File: src/rtl/core/ffba_pkg.sv
package ffba_pkg;

  // Heap table geometry
  localparam int MaxBlocks   = 64;
  localparam int IdxW        = $clog2(MaxBlocks);
  localparam int CntW        = $clog2(MaxBlocks + 1);
  localparam int HeaderBytes = 24;
  // Alignment is a power of two; rounding is done with a mask
  localparam int AlignBytes  = 16;
  localparam logic [32:0] AlignLow  = 33'(AlignBytes - 1);
  localparam logic [32:0] AlignMask = ~AlignLow;

  // Configuration registers
  localparam int CfgIdxW = 8;
  localparam logic [CfgIdxW-1:0] CfgHeapBase  = CfgIdxW'(0);
  localparam logic [CfgIdxW-1:0] CfgHeapLimit = CfgIdxW'(1);
  localparam logic [31:0] HeapBaseReset  = 32'd0;
  localparam logic [31:0] HeapLimitReset = 32'd1048576;

  // Request actions
  localparam logic ActAlloc = 1'b0;
  localparam logic ActFree  = 1'b1;

  // Response status codes
  localparam logic [1:0] StatusOk      = 2'd0;
  localparam logic [1:0] StatusNoMem   = 2'd1;
  localparam logic [1:0] StatusBadAddr = 2'd2;

  typedef struct packed {
    logic        action;
    logic [31:0] request_size;
    logic [31:0] release_address;
  } req_t;

  typedef struct packed {
    logic [31:0] result_address;
    logic [1:0]  status;
  } rsp_t;

  typedef struct packed {
    logic [31:0] start;
    logic [31:0] size;
    logic        free;
  } entry_t;

  typedef enum logic [2:0] {
    StIdle,
    StPrep,
    StScan,
    StAppend,
    StCommit,
    StResp
  } state_e;

  typedef enum logic [2:0] {
    ResNone,
    ResNullOk,
    ResUnknown,
    ResHit,
    ResAppend
  } res_sel_e;

  typedef struct packed {
    logic     load_req;
    logic     prep;
    logic     scan_step;
    logic     calc_end;
    logic     load_out;
    res_sel_e res_sel;
  } cmd_t;

  typedef struct packed {
    logic is_free;
    logic null_addr;
    logic count_zero;
    logic cmp_vld;
    logic match;
    logic scan_last;
    logic out_free;
  } sts_t;

endpackage

File: src/rtl/core/ffba_dp.sv
module ffba_dp (
  input  logic                          clk_i,
  input  logic                          rst_ni,
  input  ffba_pkg::req_t                in_req_i,
  input  logic                          cfg_valid_i,
  input  logic [ffba_pkg::CfgIdxW-1:0]  cfg_index_i,
  input  logic [31:0]                   cfg_data_i,
  input  logic                          out_stall_i,
  output logic                          out_valid_o,
  output ffba_pkg::rsp_t                out_rsp_o,
  input  ffba_pkg::cmd_t                cmd_i,
  output ffba_pkg::sts_t                sts_o
);

  localparam logic [ffba_pkg::CntW-1:0] CntMax = ffba_pkg::CntW'(ffba_pkg::MaxBlocks);
  localparam logic [ffba_pkg::CntW-1:0] CntOne = ffba_pkg::CntW'(1);
  localparam logic [32:0] Hdr33 = 33'(ffba_pkg::HeaderBytes);
  localparam logic [33:0] Hdr34 = 34'(ffba_pkg::HeaderBytes);

  ffba_pkg::req_t req_q;
  logic [31:0] heap_limit_q;
  logic [31:0] break_q, break_d;
  logic [ffba_pkg::CntW-1:0] count_q, count_d;
  logic [32:0] asz_q, base_q;
  logic [33:0] end_q;
  logic [ffba_pkg::CntW-1:0] rd_idx_q, cmp_idx_q;
  logic cmp_vld_q;
  ffba_pkg::entry_t rdata_q;
  ffba_pkg::rsp_t pend_q, pend_d;
  logic out_valid_q;
  ffba_pkg::rsp_t out_q;

  ffba_pkg::entry_t mem [ffba_pkg::MaxBlocks];
  logic mem_we;
  logic [ffba_pkg::IdxW-1:0] mem_waddr;
  ffba_pkg::entry_t mem_wdata;

  logic issue, match, append_ok, base_wr;
  logic [32:0] hit_addr;

  assign issue     = cmd_i.scan_step && (rd_idx_q < count_q);
  assign hit_addr  = {1'b0, rdata_q.start} + Hdr33;
  assign match     = (req_q.action == ffba_pkg::ActFree)
                   ? (hit_addr == {1'b0, req_q.release_address})
                   : (rdata_q.free && ({1'b0, rdata_q.size} >= asz_q));
  assign append_ok = (count_q < CntMax) && (end_q <= {2'b00, heap_limit_q});
  assign base_wr   = cfg_valid_i && (cfg_index_i == ffba_pkg::CfgHeapBase);

  always_comb begin
    sts_o.is_free    = (req_q.action == ffba_pkg::ActFree);
    sts_o.null_addr  = (req_q.release_address == 32'd0);
    sts_o.count_zero = (count_q == '0);
    sts_o.cmp_vld    = cmp_vld_q;
    sts_o.match      = match;
    sts_o.scan_last  = cmp_vld_q && !match && ((cmp_idx_q + CntOne) == count_q);
    sts_o.out_free   = !out_valid_q || !out_stall_i;
  end

  // result, table write and break/count update
  always_comb begin
    pend_d    = pend_q;
    count_d   = count_q;
    break_d   = break_q;
    mem_we    = 1'b0;
    mem_waddr = cmp_idx_q[ffba_pkg::IdxW-1:0];
    mem_wdata = rdata_q;
    case (cmd_i.res_sel)
      ffba_pkg::ResNullOk: pend_d = '{result_address: 32'd0, status: ffba_pkg::StatusOk};
      ffba_pkg::ResUnknown: begin
        pend_d = '{result_address: 32'd0, status: ffba_pkg::StatusBadAddr};
      end
      ffba_pkg::ResHit: begin
        mem_we         = 1'b1;
        mem_wdata.free = sts_o.is_free;
        pend_d.status  = ffba_pkg::StatusOk;
        pend_d.result_address = sts_o.is_free ? 32'd0 : hit_addr[31:0];
      end
      ffba_pkg::ResAppend: begin
        if (append_ok) begin
          mem_we    = 1'b1;
          mem_waddr = count_q[ffba_pkg::IdxW-1:0];
          mem_wdata = '{start: base_q[31:0], size: asz_q[31:0], free: 1'b0};
          count_d   = count_q + CntOne;
          break_d   = end_q[31:0];
          pend_d.result_address = 32'(base_q + Hdr33);
          pend_d.status         = ffba_pkg::StatusOk;
        end else begin
          pend_d = '{result_address: 32'd0, status: ffba_pkg::StatusNoMem};
        end
      end
      default: ;
    endcase
    // heap base moves the break only while the table is empty
    if (base_wr && (count_q == '0)) break_d = cfg_data_i;
  end

  always_ff @(posedge clk_i or negedge rst_ni) begin
    if (!rst_ni) begin
      heap_limit_q <= ffba_pkg::HeapLimitReset;
      break_q      <= ffba_pkg::HeapBaseReset;
      count_q      <= '0;
      rd_idx_q     <= '0;
      cmp_idx_q    <= '0;
      cmp_vld_q    <= 1'b0;
      out_valid_q  <= 1'b0;
    end else begin
      break_q <= break_d;
      count_q <= count_d;
      if (cfg_valid_i && (cfg_index_i == ffba_pkg::CfgHeapLimit)) heap_limit_q <= cfg_data_i;
      if (cmd_i.prep) begin
        rd_idx_q  <= '0;
        cmp_vld_q <= 1'b0;
      end else if (cmd_i.scan_step) begin
        cmp_vld_q <= issue;
        cmp_idx_q <= rd_idx_q;
        if (issue) rd_idx_q <= rd_idx_q + CntOne;
      end
      if (cmd_i.load_out) begin
        out_valid_q <= 1'b1;
      end else if (!out_stall_i) begin
        out_valid_q <= 1'b0;
      end
    end
  end

  // payload registers
  always_ff @(posedge clk_i) begin
    if (cmd_i.load_req) req_q <= in_req_i;
    if (cmd_i.prep) begin
      asz_q  <= ({1'b0, req_q.request_size} + ffba_pkg::AlignLow) & ffba_pkg::AlignMask;
      base_q <= ({1'b0, break_q} + ffba_pkg::AlignLow) & ffba_pkg::AlignMask;
    end
    if (cmd_i.calc_end) end_q <= {1'b0, base_q} + Hdr34 + {1'b0, asz_q};
    pend_q <= pend_d;
    if (cmd_i.load_out) out_q <= pend_q;
  end

  // block table: one write and one registered read per cycle
  always_ff @(posedge clk_i) begin
    if (mem_we) mem[mem_waddr] <= mem_wdata;
    if (issue) rdata_q <= mem[rd_idx_q[ffba_pkg::IdxW-1:0]];
  end

  assign out_valid_o = out_valid_q;
  assign out_rsp_o   = out_q;

endmodule

File: config.mk
export PLATFORM = sky130hd
export DESIGN_NAME = ffba_dp
export DESIGN_NICKNAME = d
export VERILOG_FILES = /design/src/rtl/core/ffba_pkg.sv /design/src/rtl/core/ffba_dp.sv
export SDC_FILE = /design/constraint.sdc
export NUM_CORES = 2
export LEC_CHECK = 0
export BUFFER_PORTS_ARGS = -buffer_cell sky130_fd_sc_hd__buf_4
export CORE_ASPECT_RATIO = 0.9
export CORE_MARGIN = 2
export CORE_UTILIZATION = 50
export CTS_CLUSTER_DIAMETER = 30
export DETAILED_ROUTE_END_ITERATION = 10
export HOLD_SLACK_MARGIN = 0.12
export PLACE_DENSITY_LB_ADDON = 0.15
export SYNTH_ARGS = -nofsm -noshare
export SYNTH_HDL_FRONTEND = slang
export SYNTH_MEMORY_MAX_BITS = 65536
export SYNTH_SLANG_ARGS = --single-unit
File: constraint.sdc
create_clock -name clk_i -period 18.89 [get_ports clk_i]
set_input_delay 2.8335 -clock clk_i [delete_from_list [all_inputs] [get_ports clk_i]]
set_output_delay 2.8335 -clock clk_i [all_outputs]
set_load 0.01 [all_outputs]
==> metrics <==
r2r endpoint=mem[45][22]$_DFFE_PP_; Yosys reg bits=4533; Die Width=631.7 µm; # setup viols final=0; Mapped Cells=7630; drt pass-1 iters=9; number of global-route vias before repair=88208; routed len/inst=35.47 µm; vias per cell=6.325; most frequent cells in the layout=4446 x edfxtp_1, 1365 x mux4_2, 790 x clkbuf_16, 409 x buf_4, 147 x nand2_1; worst min path class=flip-flop to flip-flop; Tightest Pin Transition=1357 ps; P&R area growth vs syn=20.00%; commonest register cell after synthesis=edfxtp_1; CP Capture Type=primary output; number of antenna-violating nets in the routed design=0; Remaining DRCs=0; total core area=0.3530 mm²; global route overflow=0; clk root buf=clkbuf_16; Arrival @ worst endpoint=5090 ps; hold_sp=pend_q[16]$_SDFFCE_PN0P_; Buf+Inv Stages, Crit Path=3; M1 wire length=202.1 mm; Worst Path Required=16060 ps; CP cell instances=inv_1 > ha_1 > a21o_1 > a21oi_1 > o221ai_1 > o311ai_0 > o21ai_0 > a21oi_1 > nor4b_1 > a211oi_1 > buf_4 > buf_4; min cycle time layout=7923 ps; hold buffers post-CTS=0; post-synth top area share=75.29%; RSZ-0062 raised after global routing=no; main area contributors after synthesis=edfxtp_1 75%, mux4_2 17%, dfrtp_1 1.2%; Setup TNS Final=0 ps; met2 wire length=228.8 mm; Slowest Stage Delay on Critical Path=670 ps; row count=207; Post-synth EDFFs=4446; ys async rst share=1.919%; Fmax=0.1262 GHz; latest clock arrival within the worst-skew pair=1070 ps; area leader, netlist=edfxtp_1; cell family with most CP delay=compound AO/OA/AOI/OAI gates; pwr dens=127.0 mW/mm²; routed wire length=491.3 mm; H-tree Lvls=6; initial cell density of the core=50.23%; largest net degree at the start of global routing=140; die area=0.3594 mm²; clock buffer depth=4; Worst Path Max Fanout=2; startpoint types=flip-flop; DRT iter0 DRCs=12316; Total Nets Final=8694; Netlist cell types=78; status=complete, no violations; met3 routed WL=44.69 mm; first-pass GRT wire length=685.9 mm; Hold Fails Final Rpt=0; GRT Overall Usage=27.43%; TritonCTS clock tree=done; PostCTS Resize Cnt=0; Peak VDD IR=0.00009560 V; commonest non-fill, non-tap cell in the layout=edfxtp_1; leakage power=67.77 nW; dpl hpwl=278.9 mm; slowest library cell on the worst path=a21oi_1; RePlAce Congestion=0.8767; post-CTS setup buffer count=0; sequential element share of the synthesized area=76.52%; clock-pin slew of the registers on the worst-case setup and hold paths=50 ps; Die Ht=569.0 µm; synthesized area=0.1773 mm²; Hold Path End=out_rsp_o[16]$_DFFE_PP_; reg-to-reg slack, setup=12510 ps; Layout Skew=66.73 ps; initial antenna violation count=45; max-cap violation count=0; YS warnings=0; Mapped Avg Cell Area=23.24 µm²; max layer used=met5; clk sinks=4533; reg2reg path depth=11; hold_ws=413.3 ps; layout cell share with drive strength beyond 1=35.75%; RR Startpoint=end_q[29]$_DFFE_PP_; via count=87602; total CTS buffers=780; slew margin rel.=9.562%; hold path cells=0; Final Cycle Share=41.94%; crit path kind=flip-flop to primary output; Slew Limit Fails=0; Syn Nets=7873; I/O Buffers=158; Ports=159
==> layout make-up <==
cell class	count	area (µm²)
clock inverters	582	6763
fillers	24237	140200
multi-input cells	2630	40640
inverters	90	337.8
clock buffers	879	20180
diodes	19	47.55
well taps	4702	5883
flip-flops and latches	4533	135700
repair buffers	416	3211
==> registers in the layout, indices dropped and copies added (netlist names), 29 cells and up <==
register / flops
req_q: 64
rdata_q: 65
asz_q: 29
break_q: 32
out_rsp_o: 34
mem: 4160
heap_limit_q: 32
pend_q: 34
end_q: 30
base_q: 29
==> per-stage QoR <==
step	utilization (%)	power [W]	worst slack, ps	cells	area, µm²
6_report	60.27	0.02701	10970	13851	212800
5_1_grt	60.26	0.02771	10820	13836	212700
4_1_cts	60.26	0.02718	10940	13832	212700
3_5_place_dp	52.63	0.01307	11660	12371	185800
3_3_place_gp	52.63	0.01304	11670	12371	185800
2_1_floorplan	-	0.01244	11360	7630	177300
==> worst max path at each step <==
stage / start / cells past startpoint / to
after floorplan: cmd_i[1] / 8 / mem[48][0]$_DFFE_PP_
after global placement: cmd_i[1] / 10 / mem[44][8]$_DFFE_PP_
after detailed placement: cmd_i[1] / 10 / mem[45][8]$_DFFE_PP_
after CTS: asz_q[10]$_DFFE_PP_ / 12 / sts_o[1]
after global routing: rdata_q[47]$_DFFE_PP_ / 10 / sts_o[1]
final: asz_q[10]$_DFFE_PP_ / 12 / sts_o[1]
==> cells by family after synthesis <==
| family | Yosys count | share of synthesized area [%] |
|---|---|---|
| flip-flops | 4533 | 76.52 |
| multiplexers | 1470 | 17.98 |
| AND/OR/NAND/NOR | 564 | 1.605 |
| buffers and inverters | 467 | 1.079 |
| AO/OA/AOI/OAI | 292 | 1.033 |
| XOR/XNOR | 178 | 0.8877 |
| adder cells (fa/ha/maj) | 126 | 0.8933 |
==> synth_stat cells, drive strengths merged, types with 4 or more instances <==
| cell | n |
|---|---|
| o21bai | 4 |
| nor4 | 24 |
| o21a | 7 |
| mux2 | 69 |
| nand2 | 147 |
| nor4b | 5 |
| ha | 125 |
| nor3b | 7 |
| o31a | 5 |
| mux4 | 1365 |
| a21oi | 73 |
| o21ai | 90 |
| o211ai | 9 |
| nor2 | 130 |
| and2 | 18 |
| xor2 | 70 |
| a211oi | 7 |
| a21o | 21 |
| and3 | 23 |
| inv | 90 |
| nor3 | 34 |
| nand2b | 13 |
| xnor2 | 107 |
| nand4b | 4 |
| nand3 | 58 |
| mux2i | 36 |
| and4 | 13 |
| clkbuf | 211 |
| or4 | 8 |
| o22ai | 29 |
| nand4 | 44 |
| nand3b | 9 |
| edfxtp | 4446 |
| dfrtp | 86 |
| or3 | 9 |
| o2111ai | 7 |
| nor2b | 12 |
| buf | 166 |
| a2111oi | 5 |
==> metal layers <==
| layer | track usage [%] | up-vias |
|---|---|---|
| met5 | 0 | - |
| met4 | 8.779 | 12 |
| met3 | 4.836 | 648 |
| met2 | 42.07 | 4696 |
| met1 | 40.58 | 47593 |
| li1 | - | 34653 |
==> report_power, final <==
group          switching (W)  leakage, nW  internal (W)
clock                0.00505         12.9       0.00909
combinational       0.000925         13.5      0.000591
sequential         0.0000901         41.4        0.0113
Power figures use the tool's default switching activity.
