===== src/rtl/core/ffba_pkg.sv =====
package ffba_pkg;

  // Heap table geometry
  localparam int MaxBlocks   = 64;
  localparam int IdxW        = $clog2(MaxBlocks);
  localparam int CntW        = $clog2(MaxBlocks + 1);
  localparam int HeaderBytes = 24;
  // Alignment is a power of two; rounding is done with a mask
  localparam int AlignBytes  = 16;
  localparam logic [32:0] AlignLow  = 33'(AlignBytes - 1);
  localparam logic [32:0] AlignMask = ~AlignLow;

  // Configuration registers
  localparam int CfgIdxW = 8;
  localparam logic [CfgIdxW-1:0] CfgHeapBase  = CfgIdxW'(0);
  localparam logic [CfgIdxW-1:0] CfgHeapLimit = CfgIdxW'(1);
  localparam logic [31:0] HeapBaseReset  = 32'd0;
  localparam logic [31:0] HeapLimitReset = 32'd1048576;

  // Request actions
  localparam logic ActAlloc = 1'b0;
  localparam logic ActFree  = 1'b1;

  // Response status codes
  localparam logic [1:0] StatusOk      = 2'd0;
  localparam logic [1:0] StatusNoMem   = 2'd1;
  localparam logic [1:0] StatusBadAddr = 2'd2;

  typedef struct packed {
    logic        action;
    logic [31:0] request_size;
    logic [31:0] release_address;
  } req_t;

  typedef struct packed {
    logic [31:0] result_address;
    logic [1:0]  status;
  } rsp_t;

  typedef struct packed {
    logic [31:0] start;
    logic [31:0] size;
    logic        free;
  } entry_t;

  typedef enum logic [2:0] {
    StIdle,
    StPrep,
    StScan,
    StAppend,
    StCommit,
    StResp
  } state_e;

  typedef enum logic [2:0] {
    ResNone,
    ResNullOk,
    ResUnknown,
    ResHit,
    ResAppend
  } res_sel_e;

  typedef struct packed {
    logic     load_req;
    logic     prep;
    logic     scan_step;
    logic     calc_end;
    logic     load_out;
    res_sel_e res_sel;
  } cmd_t;

  typedef struct packed {
    logic is_free;
    logic null_addr;
    logic count_zero;
    logic cmp_vld;
    logic match;
    logic scan_last;
    logic out_free;
  } sts_t;

endpackage


===== src/rtl/core/ffba_ctrl.sv =====
module ffba_ctrl (
  input  logic          clk_i,
  input  logic          rst_ni,
  input  logic          in_valid_i,
  output logic          in_stall_o,
  input  ffba_pkg::sts_t sts_i,
  output ffba_pkg::cmd_t cmd_o
);

  ffba_pkg::state_e state_q, state_d;

  always_ff @(posedge clk_i or negedge rst_ni) begin
    if (!rst_ni) begin
      state_q <= ffba_pkg::StIdle;
    end else begin
      state_q <= state_d;
    end
  end

  always_comb begin
    state_d = state_q;
    case (state_q)
      ffba_pkg::StIdle: begin
        if (in_valid_i) state_d = ffba_pkg::StPrep;
      end
      ffba_pkg::StPrep: begin
        if (sts_i.is_free && sts_i.null_addr) begin
          state_d = ffba_pkg::StResp;
        end else if (sts_i.count_zero) begin
          state_d = sts_i.is_free ? ffba_pkg::StResp : ffba_pkg::StAppend;
        end else begin
          state_d = ffba_pkg::StScan;
        end
      end
      ffba_pkg::StScan: begin
        if (sts_i.cmp_vld && sts_i.match) begin
          state_d = ffba_pkg::StResp;
        end else if (sts_i.scan_last) begin
          state_d = sts_i.is_free ? ffba_pkg::StResp : ffba_pkg::StAppend;
        end
      end
      ffba_pkg::StAppend: state_d = ffba_pkg::StCommit;
      ffba_pkg::StCommit: state_d = ffba_pkg::StResp;
      ffba_pkg::StResp: begin
        if (sts_i.out_free) state_d = ffba_pkg::StIdle;
      end
      default: state_d = ffba_pkg::StIdle;
    endcase
  end

  always_comb begin
    cmd_o         = '0;
    cmd_o.res_sel = ffba_pkg::ResNone;
    in_stall_o    = 1'b1;
    case (state_q)
      ffba_pkg::StIdle: begin
        in_stall_o     = 1'b0;
        cmd_o.load_req = in_valid_i;
      end
      ffba_pkg::StPrep: begin
        cmd_o.prep = 1'b1;
        if (sts_i.is_free && sts_i.null_addr) begin
          cmd_o.res_sel = ffba_pkg::ResNullOk;
        end else if (sts_i.count_zero && sts_i.is_free) begin
          cmd_o.res_sel = ffba_pkg::ResUnknown;
        end
      end
      ffba_pkg::StScan: begin
        cmd_o.scan_step = 1'b1;
        if (sts_i.cmp_vld && sts_i.match) begin
          cmd_o.res_sel = ffba_pkg::ResHit;
        end else if (sts_i.scan_last && sts_i.is_free) begin
          cmd_o.res_sel = ffba_pkg::ResUnknown;
        end
      end
      ffba_pkg::StAppend: cmd_o.calc_end = 1'b1;
      ffba_pkg::StCommit: cmd_o.res_sel = ffba_pkg::ResAppend;
      ffba_pkg::StResp:   cmd_o.load_out = sts_i.out_free;
      default: ;
    endcase
  end

endmodule


===== config.mk =====
export PLATFORM = sky130hd
export DESIGN_NAME = ffba_ctrl
export DESIGN_NICKNAME = d
export VERILOG_FILES = /design/src/rtl/core/ffba_pkg.sv /design/src/rtl/core/ffba_ctrl.sv
export SDC_FILE = /design/constraint.sdc
export NUM_CORES = 1
export LEC_CHECK = 0
export ABC_AREA = 1
export ABC_CLOCK_PERIOD_IN_PS = 1000
export BUFFER_PORTS_ARGS = -buffer_cell sky130_fd_sc_hd__buf_4
export CORE_AREA = 2 2 39 41
export CTS_CLUSTER_DIAMETER = 100
export DETAILED_ROUTE_END_ITERATION = 16
export DIE_AREA = 0 0 41 43
export HOLD_SLACK_MARGIN = 0.05
export PLACE_DENSITY = 0.47
export SYNTH_ARGS = -nofsm -noshare
export SYNTH_HDL_FRONTEND = slang
export SYNTH_SLANG_ARGS = --single-unit

===== constraint.sdc =====
create_clock -name clk_i -period 1 [get_ports clk_i]
set_clock_uncertainty 0.05 [all_clocks]
set_input_delay 0.2 -clock clk_i [delete_from_list [all_inputs] [get_ports clk_i]]
set_output_delay 0.2 -clock clk_i [all_outputs]
set_load 0.01 [all_outputs]

==> out/results.txt, run 1 <==
Routability-driven placement finished with a final weighted congestion of 0.767. The reg-to-reg critical path endpoint was state_q[0]$_DFFE_PN0P_. The worst setup path is launched from a register. The final reports fail on setup timing.

The first element of the critical path was state_q[1]$_DFFE_PN0P_. The number of remaining DRC errors is 0. TritonCTS built the clock tree.

In this run the vertical extent of the chip is 43 um. The cell area power density works out to 2780 mW/mm^2. Setup violations remaining at the end of the flow were counted as 12. The tools report the worst setup path endpoint as cmd_o[1].

In this run, CTS created clock tree buffers numbering 3. The clock passes through at most 2 buffers. The final routed wirelength across all metal layers came out at 928 um. The worst slew margin relative to its limit came out at 0.836. The total global routing overflow was 0.

Entering global routing, the biggest net connects 7 pins. The run finished, with violations left. The first global-routing pass estimated 1.58 mm of wire. Worst setup margin: -0.485 ns.

The largest register by flop count was state_q. The filler cells instantiated in the layout total 153. For this block, the initial DRC count from the detailed router was 4.

The tools report the combined area of the multi-input logic cells as 221 sq um. The tools report the fraction of the yosys area taken by sequential cells as 0.249. The final critical-path share of the clock period was 1.49.

The analysis attributes to cell leakage a power of 0.362 nW. In this run, distinct cell masters in the synthesized netlist total 14. The flip-flop count of the largest register after layout was 3.

Synthesis handed over a netlist of 54 instances. The number of synthesized register bits is 3, and the post-route standard cell area excluding fillers is 636 sq um. The data required time at the worst endpoint came out at 0.75 ns. The count of standard-cell rows is 14. The source of the worst register-to-register timing path was state_q[0]$_DFFE_PN0P_. The depth of the CTS H-tree is 1. Per-instance average area after synthesis: 5.58 sq um. Kind of end point of the critical path: an output pin. The run gives 0.218 as the effective utilization at floorplan. The overall track demand over capacity in global routing was 0.131; the sum of negative setup slack was -4.39 ns. The worst-case IR drop observed on VDD is 958 uV. The number of max-slew violations in the final report is 0, and the maximum clock frequency is 673 MHz.

The run gives 1.24 ns as the critical path arrival. Compared with the post-synthesis result, the final layout area differs by 111%. The largest registers in the layout are state_q x3.

In this run the worst hold path is classified as input port to async pin. The number of antenna cells inserted was 0; the total cell area at the placement stage was 567 sq um. The tools report the netlist area before placement as 302 sq um. The maximum fanout along the worst path works out to 6. Count of buffers from port buffering: 18.

Measured along the x axis, the die boundary spans 41 um. The tools report the clock insertion delay at the later pin of the skew report as 0.23 ns. The run gives 76.3 sq um as the area of all sequential standard cells. The average detailed-routed wire length per instance works out to 8.75 um. The number of nets in the synthesized netlist is 64.

For the number of global-route vias before repair, the log shows 427. The type of the worst setup path was register to output pin. 19 I/O pins were placed.

For this design, the sink count on the clock tree is 3. The proportion of layout cells with a drive suffix above 1 was 0.533; the post-place setup slack was -0.263 ns. Clock tree synthesis selected as its root buffer the cell clkbuf_4.

The number of nets in the layout is 101, and the clock period minus worst slack is 1.49 ns. The final hold violation count was 0; the number of antenna-violating nets in the routed design was 0. The max-cap violation count is 0, and the via count is 458. The mean number of vias per cell is 4.32. For the worst flop-to-flop path, the logic depth is 8. After legalization and detailed placement, the total HPWL measured 796 um.

For the pin with the worst max-slew slack, the measured transition is 0.243 ns. Initial antenna violation count: 0. Setup repair after global routing could not meet its margin everywhere. The setup check on the worst reg-to-reg path leaves a slack of -0.27 ns.

The number of synthesis warnings is 0, and the clock slew seen by the registers of the worst setup and hold paths is 0.04 ns. The die footprint came out at 0.00176 sq mm. The pre-antenna-repair detailed-routing pass consisted of 2 iterations.

In this run the standard cell core region covers 0.00138 sq mm.
==> worst min-delay path by stage <==
| stage | from | endpoint | slack, ns | depth (start not counted) |
|---|---|---|---|---|
| 6_report | rst_ni | state_q[1]$_DFFE_PN0P_ | 0.25 | 2 |
| 5_1_grt | rst_ni | state_q[1]$_DFFE_PN0P_ | 0.24 | 2 |
| 4_1_cts | rst_ni | state_q[1]$_DFFE_PN0P_ | 0.24 | 2 |
| 3_5_place_dp | rst_ni | state_q[0]$_DFFE_PN0P_ | -0.06 | 1 |
| 3_3_place_gp | rst_ni | state_q[0]$_DFFE_PN0P_ | -0.06 | 1 |
| 2_1_floorplan | rst_ni | state_q[0]$_DFFE_PN0P_ | -0.15 | 0 |
==> layer usage <==
metal,track usage,vias up,wire length (um)
met5,0,-,0
met4,0.0600,0,0
met3,0.0471,0,64
met2,0.197,17,463
met1,0.160,196,401
li1,-,245,-
==> worst max-delay path, stage by stage (launching register included) <==
cell and delay (ns):
dfrtp_2 0.45, nor3_4 0.22, nand3_2 0.09, o21ai_2 0.11, buf_4 0.12
==> cell usage in the layout (no fill, tap or decap), drive strengths merged <==
cell type and instances:
o21ai 3, clkbuf 4, o21bai 1, nor2 7
inv 10, nand2 18, nand3 8, nor3 1
a21oi 1, dlygate4sd3 1, dfrtp 3, nor4 1
buf 31, nand4 1
==> cell families after synthesis <==
logic type             count (synthesis)  share of synthesized area
AND/OR/NAND/NOR                       36                      0.535
buffers and inverters                 10                      0.124
AO/OA/AOI/OAI                          5                     0.0913
flip-flops                             3                      0.249
==> area by class of cell <==
type / count / share of cell area
inverters: 10 / 0.0591
repair buffers: 32 / 0.400
multi-input cells: 41 / 0.348
clock buffers: 4 / 0.0413
flip-flops and latches: 3 / 0.120
well taps: 16 / 0.0315
==> synth_stat cells (all sizes together) <==
cell type / number / area share
a21oi: 1 / 0.017
dfrtp: 3 / 0.25
inv: 10 / 0.12
nand2: 18 / 0.22
nand3: 8 / 0.15
nand4: 1 / 0.021
nor2: 7 / 0.087
nor3: 1 / 0.033
nor4: 1 / 0.021
o21ai: 3 / 0.050
o21bai: 1 / 0.025
==> report_power, final <==
part	total (W)	internal [W]	switching [W]
clock	0.000210	0.000149	0.0000606
combinational	0.00126	0.000669	0.000592
sequential	0.000296	0.000192	0.000104
==> repair_timing <==
item | in CTS | in global routing
gates resized for setup | 6 | 2
setup endpoints to repair | 12 | 12
buffers inserted | 2 | 0
hold endpoints to repair | 3 | 0
hold buffers | 1 | 0
pin swaps | 2 | 1
==> through the flow <==
step / total power (W) / instances / hold slack [ns] / util
CTS: 0.00182 / 107 / 0.240 / 0.462
global placement: 0.00145 / 100 / -0.0569 / 0.410
finish: 0.00177 / 106 / 0.247 / 0.459
detailed placement: 0.00144 / 100 / -0.0578 / 0.410
floorplan: 0.000857 / 54 / -0.146 / -
global route: 0.00195 / 106 / 0.242 / 0.459
Power figures use the tool's default switching activity.
==> run 2: changes to the inputs <==
--- a/config.mk
+++ b/config.mk
@@ -8,12 +8,13 @@
 export ABC_AREA = 1
 export ABC_CLOCK_PERIOD_IN_PS = 1000
 export BUFFER_PORTS_ARGS = -buffer_cell sky130_fd_sc_hd__buf_4
-export CORE_AREA = 2 2 39 41
+export CORE_AREA = 4 4 41 43
 export CTS_CLUSTER_DIAMETER = 100
 export DETAILED_ROUTE_END_ITERATION = 16
-export DIE_AREA = 0 0 41 43
+export DIE_AREA = 0 0 45 47
 export HOLD_SLACK_MARGIN = 0.05
 export PLACE_DENSITY = 0.47
+export REMOVE_ABC_BUFFERS = 1
 export SYNTH_ARGS = -nofsm -noshare
 export SYNTH_HDL_FRONTEND = slang
 export SYNTH_SLANG_ARGS = --single-unit
==> out/results.txt, run 2 (synthesized netlist as in run 1, its figures left out) <==
The cell with the largest stage delay on the worst path is dfrtp_2. In this run the critical register-to-register path is launched from state_q[2]$_DFFE_PN0P_. The number of antenna-violating nets in the routed design is 0 (unchanged). Clock tree synthesis selected as its root buffer the cell clkbuf_4. The largest register by flop count is state_q. The die height is 47 um (+9.3%). The run finished, with violations left.

Proportion of layout cells with a drive suffix above 1: 0.600 (+0.0667). The final critical-path share of the clock period is 1.52 (+0.0394). The tightest min-delay check is of the input port to async pin type. The run gives 0.246 ns (-0.00122 ns) as the worst hold-check slack. The tools report the startpoint class of the critical path as a register. The depth of the CTS H-tree is 1 (unchanged). Via count: 477 (+4.1%). Die extent in x: 45 um (+9.8%). The pin count of the biggest net entering global routing came out at 6 (-1).

The logs give 3 (unchanged) for the sink count of the clock tree and 656 MHz (-2.6%) for the maximum clock frequency. The critical path arrival was 1.27 ns (+0.03 ns); the final hold violation count was 0 (unchanged). The sum of negative setup slack was -4.57 ns (-0.184 ns); the number of cells after detailed placement was 99 (-1.0%). Cell area power density: 2970 mW/mm^2 (+6.6%).

The run gives 0.00212 sq mm (+20%) as the die footprint. Maximum fanout along the worst path: 4 (-2). The first-pass GRT wire length came out at 1.84 mm (+17%). The effective utilization at floorplan was 0.232 (+0.0138); the total global routing overflow was 0 (unchanged). The tools report the number of buffers created by CTS as 3 (unchanged). The share of the core filled with cells is 0.546 (+0.0868), and the number of primary I/O pins is 19 (unchanged). The starting DRC count in detailed routing was 6 (+2); the number of detailed-route iterations in the first pass was 5 (+3).

The tools report the final weighted congestion in routability-driven placement as 0.758 (-1.3%). The largest registers in the layout are state_q x3. For the number of remaining DRC errors, the log shows 0 (unchanged). The peak supply drop is 1680 uV (+76%), and the number of global-route vias before repair is 456 (+6.8%). For the number of nets in the layout, the log shows 106 (+5.0%). Setup repair after global routing could not meet its margin everywhere.

The leakage power summed over all cells was 0.388 nW (+7.4%). The number of antenna cells inserted is 0 (unchanged), and the mean number of vias per cell is 4.34 (+0.36%). The most critical setup path has its startpoint at state_q[2]$_DFFE_PN0P_. The final reports fail on setup timing. For the final routed wirelength across all metal layers, the log shows 1.08 mm (+17%). The clock slew seen by the registers of the worst setup and hold paths is 0.04 ns (about the same), and the HPWL after detailed placement is 780 um (-2.0%). The total cell area at the placement stage came out at 546 sq um (-3.8%). The number of max-slew violations in the final report was 0 (unchanged). The count of standard-cell rows is 13 (-1). The number of filler instances in the final layout is 144 (-5.9%). The area growth from synthesis to layout is 136%. The tools report the clock insertion delay at the later pin of the skew report as 0.23 ns (about the same). Placeable core area: 0.00130 sq mm (-6.0%). STA classifies the critical path endpoint as an output pin. The final cell count without fillers is 110 (+3.8%), and the initial antenna violation count is 0 (unchanged).

The count of buffers from port buffering came out at 18 (unchanged). The measured slew at the worst slew-check pin is 0.220 ns (-0.0234 ns). The average detailed-routed wire length per instance is 9.84 um (+12%). The setup path with the least slack is of type register to output pin.

In the layout the commonest cells are 29 x buf_4, 15 x nand2_1, 7 x buf_6, 6 x nand3_1, 6 x inv_1. Leaving out fill and tap cells, the most frequent cell in the layout is buf_4. The run gives 12 (unchanged) as the number of failing setup endpoints in the final timing report.

The worst slew margin relative to its limit is 0.853 (+0.0169), and the clock period minus worst slack is 1.52 ns (+0.0394 ns). The data required time at the worst endpoint was 0.75 ns (about the same); the worst setup margin was -0.525 ns (-0.0394 ns). The flip-flop count of the largest register after layout was 3 (unchanged); the largest incremental delay on the critical path was 0.44 ns (about the same). The overall track demand over capacity in global routing is 0.123 (-0.00842). For the max-cap violation count, the log shows 0 (unchanged). The run gives 2 (unchanged) as the maximum clock path buffer count. TritonCTS built the clock tree. The critical path goes through nor3_4, nand3_1, o21ai_1, buf_4. For the post-route standard cell area excluding fillers, the log shows 711 sq um (+12%).
-- run 2: changes by cell type in the layout (fill, tap and decap cells not counted), sizes merged --
cell	change
buf	+5
-- run 2: where the power goes --
group | internal [W] | switching (W) | total [W]
clock network | 0.000149 | 0.0000612 | 0.000211
registers | 0.000196 | 0.000103 | 0.000300
logic | 0.000877 | 0.000721 | 0.00160
-- run 2: path summary, 6_finish.rpt --
path                                     endpoint  cells after the start  slack [ns]
setup / recovery                         cmd_o[1]                      4       -0.52
setup reg to reg           state_q[0]$_DFFE_PN0P_                      7       -0.24
max in group asynchronous  state_q[1]$_DFFE_PN0P_                      2        0.55
hold reg to reg            state_q[0]$_DFFE_PN0P_                      5        0.75
min in group clk_i         state_q[2]$_DFFE_PN0P_                      5        0.34
hold / removal             state_q[2]$_DFFE_PN0P_                      2        0.25
-- run 2: layout make-up --
type	instances	area, sq um	share of cell area
well taps	15	18.8	0.0264
multi-input cells	41	241	0.340
clock buffers	4	26.3	0.0370
repair buffers	37	307	0.431
flip-flops and latches	3	77.6	0.109
inverters	10	40.0	0.0563
-- run 2: metal layers --
layer	track usage	wire length, um	vias up	share of wire
met5	0	0	-	0
met4	0.0877	12	0	0.011
met3	0.0115	40	2	0.037
met2	0.203	584	12	0.54
met1	0.148	444	210	0.41
li1	-	-	253	-
-- run 2: critical path: cells and delay by family (launching register included) --
family	cells	cell delay, ns
buf+inv	1	0.13
simple gates	2	0.34
compound gates	1	0.13
flops	1	0.44
-- run 2: timing repair --
item | in CTS | in global routing
buffers inserted | 3 | 3
endpoints found under the setup margin | 12 | 12
cloned | 0 | 0
hold buffers | 1 | 0
hold endpoints to repair | 3 | 0
pin swaps | 5 | 6
gates resized for setup | 21 | 3
-- run 2: per-stage QoR --
step / total power (W) / worst slack, ns
final: 0.00211 / -0.525
after global routing: 0.00231 / -0.627
after CTS: 0.00198 / -0.527
after detailed placement: 0.00138 / -0.308
after global placement: 0.00138 / -0.294
after floorplan: 0.000787 / -0.345
==> run 3: changes to the inputs <==
--- a/config.mk
+++ b/config.mk
@@ -8,12 +8,14 @@
 export ABC_AREA = 1
 export ABC_CLOCK_PERIOD_IN_PS = 1000
 export BUFFER_PORTS_ARGS = -buffer_cell sky130_fd_sc_hd__buf_4
-export CORE_AREA = 4 4 41 43
+export CELL_PAD_IN_SITES_DETAIL_PLACEMENT = 1
+export CELL_PAD_IN_SITES_GLOBAL_PLACEMENT = 1
+export CORE_MARGIN = 4
+export CORE_UTILIZATION = 21
 export CTS_CLUSTER_DIAMETER = 100
 export DETAILED_ROUTE_END_ITERATION = 16
-export DIE_AREA = 0 0 45 47
 export HOLD_SLACK_MARGIN = 0.05
-export PLACE_DENSITY = 0.47
+export PLACE_DENSITY = 0.65
 export REMOVE_ABC_BUFFERS = 1
 export SYNTH_ARGS = -nofsm -noshare
 export SYNTH_HDL_FRONTEND = slang
==> out/results.txt, run 3 (synthesized netlist as in run 1, its figures left out) <==
The run gives 0.080 (-0.020) as the clock power share. TritonCTS built the clock tree. The final cell count without fillers is 120 (+9.1%). The die extent in x was 45.9 um (+2.0%).

The final reports fail on setup timing. The overall track demand over capacity in global routing is 0.172 (+0.0495), and the number of antenna-violating nets in the routed design is 0 (unchanged). The count of buffers from port buffering came out at 18 (unchanged).

The number of detailed-route iterations in the first pass came out at 4 (-1). The largest incremental delay on the critical path is 0.47 ns (+0.03 ns), and the sequential cell fraction of total power is 0.108 (-0.034). STA classifies the critical path endpoint as an output pin. The signal on the critical path passes through nor3_4, nand3_2, o21ai_2, buf_4. The final routed wirelength across all metal layers is 2.23 mm (+110%), and the sink count of the clock tree is 3 (unchanged).

STA classifies the critical path startpoint as a register. The run gives 2 (unchanged) as the maximum clock path buffer count. Total power of the final layout: 0.00293 W (+39%). The number of primary I/O pins was 19 (unchanged); the worst hold-check slack was 0.236 ns (-0.0100 ns). The starting DRC count in detailed routing was 4 (-2). The effective utilization at floorplan came out at 0.226 (-0.00565). The peak supply drop is 1560 uV (-7.1%).

The tools report the worst slew margin relative to its limit as 0.832 (-0.0209). The most common cell after layout, fill and taps aside was buf_4. The data required time at the worst endpoint came out at 0.75 ns (about the same). The proportion of layout cells with a drive suffix above 1 is 0.667 (+0.0667), and the maximum clock frequency is 621 MHz (-5.3%).

The critical path in this run is classified as register to output pin. The run gives -6.23 ns (-1.66 ns) as the sum of negative setup slack. The die footprint was 0.00211 sq mm (-0.41%); the leakage power summed over all cells was 0.459 nW (+18%). The number of filler instances in the final layout is 163 (+13%). The clock root buffer is clkbuf_4. The measured slew at the worst slew-check pin works out to 0.251 ns (+0.0307 ns).

The run finished, with violations left. The clock slew seen by the registers of the worst setup and hold paths works out to 0.05 ns (about the same). The average detailed-routed wire length per instance is 18.6 um (+89%). The largest registers in the layout are state_q x3. Via count: 589 (+23%). The worst register-to-register path begins at state_q[1]$_DFFE_PN0P_.

The first-pass GRT wire length is 2.53 mm (+37%). The slowest stage of the critical path is the dfrtp_2 cell. The flip-flop count of the largest register after layout works out to 3 (unchanged).

The critical path arrival came out at 1.36 ns (+0.09 ns). The placeable core area is 0.00133 sq mm (+2.5%). The number of global-route vias before repair is 584 (+28%), and the max-cap violation count is 0 (unchanged). The die height is 45.9 um (-2.4%), and the internal power is 0.00164 W (+34%). The run gives 0.24 ns (about the same) as the clock insertion delay at the later pin of the skew report.

The number of buffers created by CTS is 3 (unchanged). More flip-flops sit in one register than any other, and that register is state_q. The cell area power density came out at 3430 mW/mm^2 (+16%).

The number of max-slew violations in the final report is 0 (unchanged). The number of nets in the layout is 116 (+9.4%), and the final critical-path share of the clock period is 1.61 (+0.0846). The maximum fanout along the worst path is 4 (unchanged), and the pin count of the biggest net entering global routing is 6 (unchanged). From synthesis to final layout, the design area changed by 183%.

The switching power total is 0.00129 W (+46%). The total global routing overflow was 0 (unchanged). The run gives 97 (-2.0%) as the number of cells after detailed placement. The number of remaining DRC errors is 0 (unchanged), and the final weighted congestion in routability-driven placement is 0.802 (+5.9%). In this run the worst hold path is classified as input port to async pin.

In the layout the commonest cells are 33 x buf_4, 14 x nand2_1, 12 x buf_6, 7 x inv_1, 4 x nand3_1. The count of buffering cells on the critical path with inverters included is 1 (unchanged), and the fraction of power spent switching nets is 0.441 (+0.0206). The clock period minus worst slack is 1.61 ns (+0.0846 ns), and the worst setup margin is -0.609 ns (-0.0846 ns). In this design, the largest share of critical-path delay is due to flip-flops. The combinational fraction of design power is 0.812 (+0.054), and the mean number of vias per cell is 4.91 (+13%). In this run the worst setup path begins at state_q[1]$_DFFE_PN0P_. The tools report the number of failing setup endpoints in the final timing report as 12 (unchanged).

The number of antenna cells inserted came out at 0 (unchanged). The initial antenna violation count came out at 0 (unchanged). For the depth of the CTS H-tree, the log shows 1 (unchanged). The HPWL after detailed placement was 912 um (+17%). Setup repair after global routing could not meet its margin everywhere. The final hold violation count is 0 (unchanged), and the count of standard-cell rows is 13 (unchanged).
-- run 3: cell count changes in the layout (fill, tap and decap cells not counted), sizes merged --
cell  change
buf      +10
-- run 3: final timing paths --
path / end / slack [ns] / cells past startpoint
setup / recovery: cmd_o[1] / -0.61 / 4
hold / removal: state_q[2]$_DFFE_PN0P_ / 0.24 / 2
setup reg to reg: state_q[2]$_DFFE_PN0P_ / -0.56 / 9
hold reg to reg: state_q[1]$_DFFE_PN0P_ / 0.79 / 4
max in group asynchronous: state_q[1]$_DFFE_PN0P_ / 0.56 / 2
min in group clk_i: state_q[2]$_DFFE_PN0P_ / 0.36 / 5
-- run 3: worst reg2reg max path, stage by stage, from the launching register on --
cell	delay [ns]
dfrtp_2	0.46
buf_4	0.16
nor2_4	0.04
buf_4	0.12
buf_4	0.13
buf_4	0.13
o21ai_2	0.12
nand3_1	0.11
nand2_1	0.09
nand2_1	0.05
-- run 3: cell type report --
cell class | count | area [sq um] | share of cell area
Timing Repair Buffer | 47 | 413 | 0.484
Multi-Input combinational cell | 41 | 280 | 0.328
Sequential cell | 3 | 77.6 | 0.0909
Inverter | 10 | 37.5 | 0.0440
Clock buffer | 4 | 26.3 | 0.0308
Tap cell | 15 | 18.8 | 0.0220
-- run 3: what timing repair did --
action | 4_1_cts | 5_1_grt
setup endpoints to repair | 12 | 12
hold buffers | 1 | 0
gates resized for setup | 20 | 17
hold endpoints to repair | 3 | 0
pin swaps | 8 | 9
buffers inserted | 7 | 12
-- run 3: metrics by stage --
step / utilization / instance area (sq um) / setup slack, ns
final: 0.640 / 853 / -0.609
after global routing: 0.640 / 853 / -0.675
after CTS: 0.522 / 696 / -0.564
after detailed placement: 0.398 / 531 / -0.344
after global placement: 0.398 / 531 / -0.290
after floorplan: - / 302 / -0.345
-- run 3: metal layers --
metal | track usage | vias up | wire (um)
met5 | 0 | - | 0
met4 | 0.108 | 0 | 42
li1 | - | 271 | -
met1 | 0.187 | 296 | 944
met2 | 0.297 | 18 | 1190
met3 | 0.0356 | 4 | 48
-- run 3: power by group through the flow --
stage	logic [W]	registers [W]	clock network, W
after floorplan	0.000527	0.000260	0
after global placement	0.00113	0.000267	0
after detailed placement	0.00114	0.000272	0
after CTS	0.00165	0.000297	0.000220
after global routing	0.00254	0.000319	0.000247
final	0.00238	0.000315	0.000235
